$ cat config.mk
export PLATFORM = sky130hd
export DESIGN_NAME = rpam_ctrl
export DESIGN_NICKNAME = d
export VERILOG_FILES = /design/src/rtl/rpam_pkg.sv /design/src/rtl/rpam_ctrl.sv
export SDC_FILE = /design/constraint.sdc
export NUM_CORES = 1
export LEC_CHECK = 0
export BUFFER_PORTS_ARGS = -buffer_cell sky130_fd_sc_hd__buf_2
export CORE_AREA = 2 2 39 41
export DETAILED_ROUTE_END_ITERATION = 10
export DIE_AREA = 0 0 41 43
export PLACE_DENSITY = 0.4
export SLEW_MARGIN = 30
export SYNTH_ARGS = -nofsm -noshare
export SYNTH_HDL_FRONTEND = slang
export SYNTH_SLANG_ARGS = --single-unit
$ cat constraint.sdc
create_clock -name clk -period 1.1 [get_ports clk]
set_input_delay 0.11 -clock clk [delete_from_list [all_inputs] [get_ports clk]]
set_output_delay 0.11 -clock clk [all_outputs]
set_load 0.03 [all_outputs]
$ cat src/rtl/rpam_pkg.sv
// Shared constants, types and codes for the read pair allele merge block.
// Depends on nothing; all other files but rpam_ram refer to it by scoped names.
`timescale 1ns / 1ps

package rpam_pkg;

    localparam int MAX_ALLELES = 32;
    localparam int IDX_W       = 28;
    localparam int CODE_W      = 8;
    localparam int QUAL_W      = 8;
    localparam int ENTRY_W     = IDX_W + CODE_W + QUAL_W;
    localparam int OP_W        = 2;
    localparam int KIND_W      = 3;
    localparam int RUN_W       = 7;

    localparam int LIST_AW     = $clog2(MAX_ALLELES);
    localparam int CNT_W       = $clog2(MAX_ALLELES + 1);
    localparam int MERGE_DEPTH = 2 * MAX_ALLELES;
    localparam int MERGE_AW    = $clog2(MERGE_DEPTH);
    localparam int MCNT_W      = $clog2(MERGE_DEPTH + 1);

    localparam logic [OP_W-1:0] OP_APPEND_FIRST  = 2'd0;
    localparam logic [OP_W-1:0] OP_APPEND_SECOND = 2'd1;
    localparam logic [OP_W-1:0] OP_PROCESS       = 2'd2;

    typedef enum logic [KIND_W-1:0] {
        KIND_FIRST_SECOND = 3'd0,
        KIND_SECOND_FIRST = 3'd1,
        KIND_MERGED       = 3'd2,
        KIND_FIRST_ALONE  = 3'd3,
        KIND_NONE         = 3'd4
    } kind_t;

    typedef struct packed {
        logic [IDX_W-1:0]  idx;
        logic [CODE_W-1:0] code;
        logic [QUAL_W-1:0] qual;
    } entry_t;

    typedef struct packed {
        logic load_first;
        logic load_second;
        logic walk_start;
        logic walk_step;
        logic clear_counts;
        logic emit_start;
        logic emit_fire;
        logic emit_none;
    } dp_cmd_t;

    typedef struct packed {
        kind_t cls;
        logic  walk_done;
        logic  emit_ok;
        logic  emit_last;
        logic  out_free;
    } dp_status_t;

endpackage

$ cat src/rtl/rpam_ctrl.sv
// Controller for the read pair allele merge block: sequences loading,
// the list walk and the result emission. Depends on rpam_pkg.
`timescale 1ns / 1ps

module rpam_ctrl (
    input  logic                         clk,
    input  logic                         rst_n,
    input  logic                         in_valid,
    input  logic [rpam_pkg::OP_W-1:0]    op,
    input  rpam_pkg::dp_status_t         status,
    output rpam_pkg::dp_cmd_t            cmd,
    output logic                         in_stall
);

    typedef enum logic [1:0] {
        ST_IDLE,
        ST_WALK,
        ST_EMIT,
        ST_NONE
    } state_t;

    state_t state_reg;
    state_t state_next;

    always_comb
    begin
        state_next = state_reg;
        cmd        = '0;
        case (state_reg)
            ST_IDLE:
            begin
                if (in_valid)
                begin
                    case (op)
                        rpam_pkg::OP_APPEND_FIRST:  cmd.load_first  = 1'b1;
                        rpam_pkg::OP_APPEND_SECOND: cmd.load_second = 1'b1;
                        rpam_pkg::OP_PROCESS:
                        begin
                            if (status.cls == rpam_pkg::KIND_NONE)
                            begin
                                cmd.clear_counts = 1'b1;
                                state_next       = ST_NONE;
                            end
                            else
                            begin
                                cmd.walk_start = 1'b1;
                                state_next     = ST_WALK;
                            end
                        end
                        default: ;
                    endcase
                end
            end
            ST_WALK:
            begin
                cmd.walk_step = 1'b1;
                if (status.walk_done)
                begin
                    // The counts are no longer needed once the merged list is built.
                    cmd.clear_counts = 1'b1;
                    cmd.emit_start   = 1'b1;
                    state_next       = status.emit_ok ? ST_EMIT : ST_NONE;
                end
            end
            ST_EMIT:
            begin
                if (status.out_free)
                begin
                    cmd.emit_fire = 1'b1;
                    if (status.emit_last)
                    begin
                        state_next = ST_IDLE;
                    end
                end
            end
            ST_NONE:
            begin
                if (status.out_free)
                begin
                    cmd.emit_none = 1'b1;
                    state_next    = ST_IDLE;
                end
            end
            default: state_next = ST_IDLE;
        endcase
    end

    always_ff @(posedge clk or negedge rst_n)
    begin
        if (!rst_n)
        begin
            state_reg <= ST_IDLE;
        end
        else
        begin
            state_reg <= state_next;
        end
    end

    assign in_stall = (state_reg != ST_IDLE);

endmodule

==> qor.txt, run 1 <==
Outcome = finished with violations
Failing checks = negative setup slack
Worst-path maximum fanout = 3
Setup violation total in the final timing report = 10
Die H = 43 um
Final Hold Vio Count = 0
Max FFs per register = 2
DR WL/cell = 8.99 um
TritonCTS Buffers = 3
Htree depth = 1
Maxcap violations = 0
Synthesis-to-finish area growth = 186%
Startpoint Class = flop
Mux cell area share after synthesis = 0%
Die X-Extent = 41 um
Layout cells sized above 1 = 81.7%
WL final = 683 um
Vias in the first global route = 304
Clk slew on worst S/H paths = 0.03 ns
XOR/XNOR Fraction of Synth Area = 0%
CP peak stage delay = 0.42 ns
Mapped cell area = 198 sq um
Fin. max-slew vios = 0
Yosys warning count = 0
Setup TNS = -1.78 ns
Critical path type = reg2out
Largest cells by area after synthesis = dfrtp_1, nand4b_4, nand2_1
Gr usage total = 9.15%
Cell count after synthesis = 24
Worst path cell trace = nor2_4 -> nand4b_4 -> o21ai_4 -> buf_6
Final core occ = 40.9%
Total grt overflow = 0
Ys async rst share = 100%
Placeable core area = 0.00138 sq mm
Flops & latches, synth = 2
Slew @ Worst Pin = 0.165 ns
Post-Synth Adder-Cell Area = 0%
Layout Skew = 0.00483 ns
Largest net degree at the start of global routing = 6
CTS Buffer Depth = 2
Seq/Total Area, Yosys = 25.3%
HP Class = in2reg
Count leader, synth = nand2_1
Mapped Nets = 36
Initial drt markers = 0
Synth Area in Simple Gates = 53.2%
Antenna Nets Post-Route = 0
Yosys cell types = 16
DIE AREA = 0.00176 sq mm
First-pass GRT wire length = 1060 um
Largest family of logic cells by synthesized area = simple AND/OR/NAND/NOR gates
Final Power = 0.00133 W
Crit share post-route = 123%
Dominant synthesized flop cell = dfrtp_1
Most frequent cells after synthesis = nand2_1, dfrtp_1, inv_1, nor2_1
TritonCTS Sinks = 2
IO Count = 21
Worst-Skew Late Latency = 0.23 ns
# diodes = 0
PortBufs = 20
WP data required = 0.99 ns
Critical Path AT = 1.24 ns
Final GP Congestion = 0.655
Fillers = 143
Leak Pwr = 0.298 nW
Peak supply drop = 0.00118 V
Num rows = 14
Drt drc = 0
Max Clk Rate = 0.738 GHz
DR pass1 iterations = 1
Power per cell area = 2360 mW/mm^2
Vias per cell = 3.99
Syn_area_per_cell = 8.24 sq um
Minimum clock period = 1.35 ns
Clk root buf = clkbuf_4
Final worst setup slack = -0.254 ns
Worst path slowest cell = dfrtp_2
CTS tree = done
Slew headroom = 88.9%
Nets@finish = 73
RSZ-0062 raised after global routing = yes
Yosys top cell by area = dfrtp_1
Synth top area share = 25.3%
Via Count = 303
Initial antenna violation count = 0
Initial Util = 14.3%
Synth Area in Compound Gates = 17.7%
Post-synth EDFFs = 0
CP endpoint kind = output pin
metal layers:
metal | vias to the layer above | GRT usage (%) | share of wire [%]
met3 | 0 | 4.71 | 8.8
met4 | 0 | 4.00 | 0
met5 | - | 0 | 0
met1 | 135 | 9.68 | 34
met2 | 13 | 14.4 | 57
li1 | 155 | - | -
cells in the final DEF, fill, tap and decap left out, types with 2 or more instances in the layout:
master	instances
nor2_1	2
buf_6	11
nand2_1	4
inv_2	2
buf_2	11
clkbuf_4	3
buf_4	9
nand2_4	2
per-stage QoR:
step | std cells | worst slack [ns] | hold WS (ns) | area [sq um]
final | 76 | -0.254 | 0.178 | 566
after global routing | 76 | -0.320 | 0.195 | 566
after CTS | 72 | -0.259 | 0.172 | 518
after detailed placement | 66 | -0.0685 | -0.101 | 417
after global placement | 66 | -0.0636 | -0.100 | 417
after floorplan | 24 | -0.0372 | -0.186 | 251
cell families after synthesis:
| kind of cell | count (synthesis) |
|---|---|
| flip-flops | 2 |
| buffers and inverters | 2 |
| AO/OA/AOI/OAI | 5 |
| AND/OR/NAND/NOR | 15 |
worst max-delay path: cells and delay by family (launching register included):
family / cells / cell delay, ns
compound gates: 1 / 0.15
buf+inv: 1 / 0.14
flops: 1 / 0.42
simple gates: 2 / 0.30
report_power, final:
part | switching (W) | internal (W) | total, W
Sequential | 0.0000407 | 0.000112 | 0.000152
Combinational | 0.000487 | 0.000514 | 0.00100
Clock | 0.0000448 | 0.000135 | 0.000180
Total | 0.000572 | 0.000761 | 0.00133
final timing paths:
path                       slack (ns)  cells after the start                       end                      from
setup / recovery                -0.25                      4                    cmd[3]  state_reg[1]$_DFFE_PN0P_
setup reg to reg                -0.03                      4  state_reg[1]$_DFFE_PN0P_  state_reg[1]$_DFFE_PN0P_
hold / removal                   0.18                      3  state_reg[1]$_DFFE_PN0P_                 status[3]
hold reg to reg                  0.70                      3  state_reg[0]$_DFFE_PN0P_  state_reg[0]$_DFFE_PN0P_
min in group asynchronous        0.20                      2  state_reg[1]$_DFFE_PN0P_                     rst_n
max in group asynchronous        0.79                      2  state_reg[1]$_DFFE_PN0P_                     rst_n
layout make-up:
class	count	area [sq um]	share of cell area [%]
repair buffers	32	256	45.4
inverters	2	7.51	1.33
well taps	16	20.0	3.54
multi-input cells	20	204	36.1
flip-flops and latches	2	51.3	9.07
clock buffers	4	26.3	4.65
timing repair:
action,CTS,global route
setup endpoints to repair,10,10
setup buffers,1,4
hold buffers,1,0
pin swaps,1,0
hold endpoints to repair,2,0
resized for setup,19,5
(Power assumes the default switching activity.)
==> run 2: changes to the inputs <==
--- a/config.mk
+++ b/config.mk
@@ -9,7 +9,7 @@
 export CORE_AREA = 2 2 39 41
 export DETAILED_ROUTE_END_ITERATION = 10
 export DIE_AREA = 0 0 41 43
-export PLACE_DENSITY = 0.4
+export PLACE_DENSITY = 0.41
 export SLEW_MARGIN = 30
 export SYNTH_ARGS = -nofsm -noshare
 export SYNTH_HDL_FRONTEND = slang
==> constraint.sdc (replaced) <==
create_clock -name clk -period 1.2 [get_ports clk]
set_input_delay 0.12 -clock clk [delete_from_list [all_inputs] [get_ports clk]]
set_output_delay 0.12 -clock clk [all_outputs]
set_load 0.03 [all_outputs]
==> run 2 against run 1 <==
Effect of this change:
- the run still ends with negative setup slack left
- sequential cell count unchanged
- design area shrank 9.7%
- die area stayed put
- register-to-register slack gained 0.02 ns
- clock skew grew 0.0054 ns
- critical endpoint unchanged
- highest routed layer unchanged
==> qor.txt, run 2 (same netlist as run 1, synthesis figures left out) <==
Final Power = 0.00108 W
TritonCTS Buffers = 3
Die X-Extent = 41 um
Nets@finish = 69
Slew @ Worst Pin = 0.172 ns
Setup TNS = -0.687 ns
Fin area = 510 sq um
Max FFs per register = 2
Final Hold Vio Count = 0
IO Count = 21
Leak Pwr = 0.268 nW
TritonCTS Sinks = 2
Maxcap violations = 0
Final std cells w/o fill = 72
Failing checks = negative setup slack
RSZ-0062 raised after global routing = yes
Final worst setup slack = -0.133 ns
CTS tree = done
Drt drc = 0
Peak supply drop = 0.000666 V
PortBufs = 20
Worst-Skew Late Latency = 0.23 ns
Largest net degree at the start of global routing = 6
Clk root buf = clkbuf_4
Antenna Nets Post-Route = 0
Startpoint Class = flop
Setup violation total in the final timing report = 9
Initial Util = 14.3%
Htree depth = 1
Critical Path AT = 1.21 ns
Minimum clock period = 1.33 ns
DP Area = 365 sq um
Placed cell count = 62
Vias per cell = 3.99
Gr usage total = 8.43%
Power per cell area = 2110 mW/mm^2
Num rows = 14
# diodes = 0
Final GP Congestion = 0.643
Worst-path maximum fanout = 3
CP startpoint = state_reg[1]$_DFFE_PN0P_
First-pass GRT wire length = 1030 um
Max Clk Rate = 0.750 GHz
DR pass1 iterations = 2
Via Count = 287
Fin. max-slew vios = 0
HP Class = in2async
Die H = 43 um
Fillers = 154
DP Wirelength = 477 um
Crit share post-route = 111%
DR WL/cell = 8.54 um
Vias in the first global route = 266
CTS Buffer Depth = 2
Outcome = finished with violations
Commonest non-fill, non-tap cell in the layout = buf_2
CP endpoint kind = output pin
Slew headroom = 88.5%
Placeable core area = 0.00138 sq mm
Layout Skew = 0.0103 ns
WP data required = 1.08 ns
Total grt overflow = 0
Worst reg2reg startpoint = state_reg[1]$_DFFE_PN0P_
Clk slew on worst S/H paths = 0.04 ns
Synthesis-to-finish area growth = 158%
Layout cells sized above 1 = 78.6%
Initial drt markers = 4
Critical path type = reg2out
DIE AREA = 0.00176 sq mm
Initial antenna violation count = 0
WL final = 615 um
Most frequent cells in the layout = buf_2, buf_6, buf_4, nand2_1, clkbuf_4
==> run 2: area by class of cell <==
cell class	instances	area, sq um	area share (%)
inverters	2	7.51	1.47
repair buffers	28	219	42.9
clock buffers	4	26.3	5.15
well taps	16	20.0	3.92
multi-input cells	20	186	36.5
flip-flops and latches	2	51.3	10.0
==> run 2: repair_timing <==
| item | in CTS | in global routing |
|---|---|---|
| pin swaps | 5 | 0 |
| endpoints found under the hold margin | 2 | 0 |
| gates resized for setup | 20 | 3 |
| cloned | 0 | 0 |
| endpoints found under the setup margin | 8 | 9 |
| hold buffers | 1 | 0 |
| buffers inserted | 4 | 1 |
==> run 2: stage by stage <==
step / worst slack [ns] / util (%) / hold slack (ns)
finish: -0.133 / 36.9 / 0.218
global route: -0.214 / 36.9 / 0.212
CTS: -0.164 / 35.5 / 0.201
detailed placement: 0.00576 / 26.4 / -0.0921
global placement: 0.0184 / 26.4 / -0.0903
floorplan: -0.0328 / - / -0.176
==> run 2: where the power goes <==
group / leakage [nW] / internal (W) / total, W / switching [W]
Combinational: 0.228 / 0.000372 / 0.000780 / 0.000408
Sequential: 0.0246 / 0.000102 / 0.000136 / 0.0000337
Clock: 0.0150 / 0.000123 / 0.000163 / 0.0000391
Total: 0.268 / 0.000598 / 0.00108 / 0.000480
==> run 2: final timing paths <==
path | end | slack (ns) | depth (start not counted)
max | cmd[3] | -0.13 | 4
min | state_reg[1]$_DFFE_PN0P_ | 0.22 | 2
max reg2reg | state_reg[1]$_DFFE_PN0P_ | -0.01 | 5
min reg2reg | state_reg[1]$_DFFE_PN0P_ | 0.66 | 3
max in group asynchronous | state_reg[0]$_DFFE_PN0P_ | 0.88 | 2
min in group clk | state_reg[1]$_DFFE_PN0P_ | 0.23 | 4
==> run 2: critical path, cell delays in order, from the launching register on <==
cell	delay (ns)
dfrtp_2	0.42
nor2_4	0.14
nand4b_4	0.15
o21ai_4	0.14
buf_6	0.14
==> run 2: per-layer routing <==
layer	track usage, %	share of wire (%)
met1	10.6	43
met2	13.1	52
met3	3.14	5.4
met4	2.00	0
met5	0	0
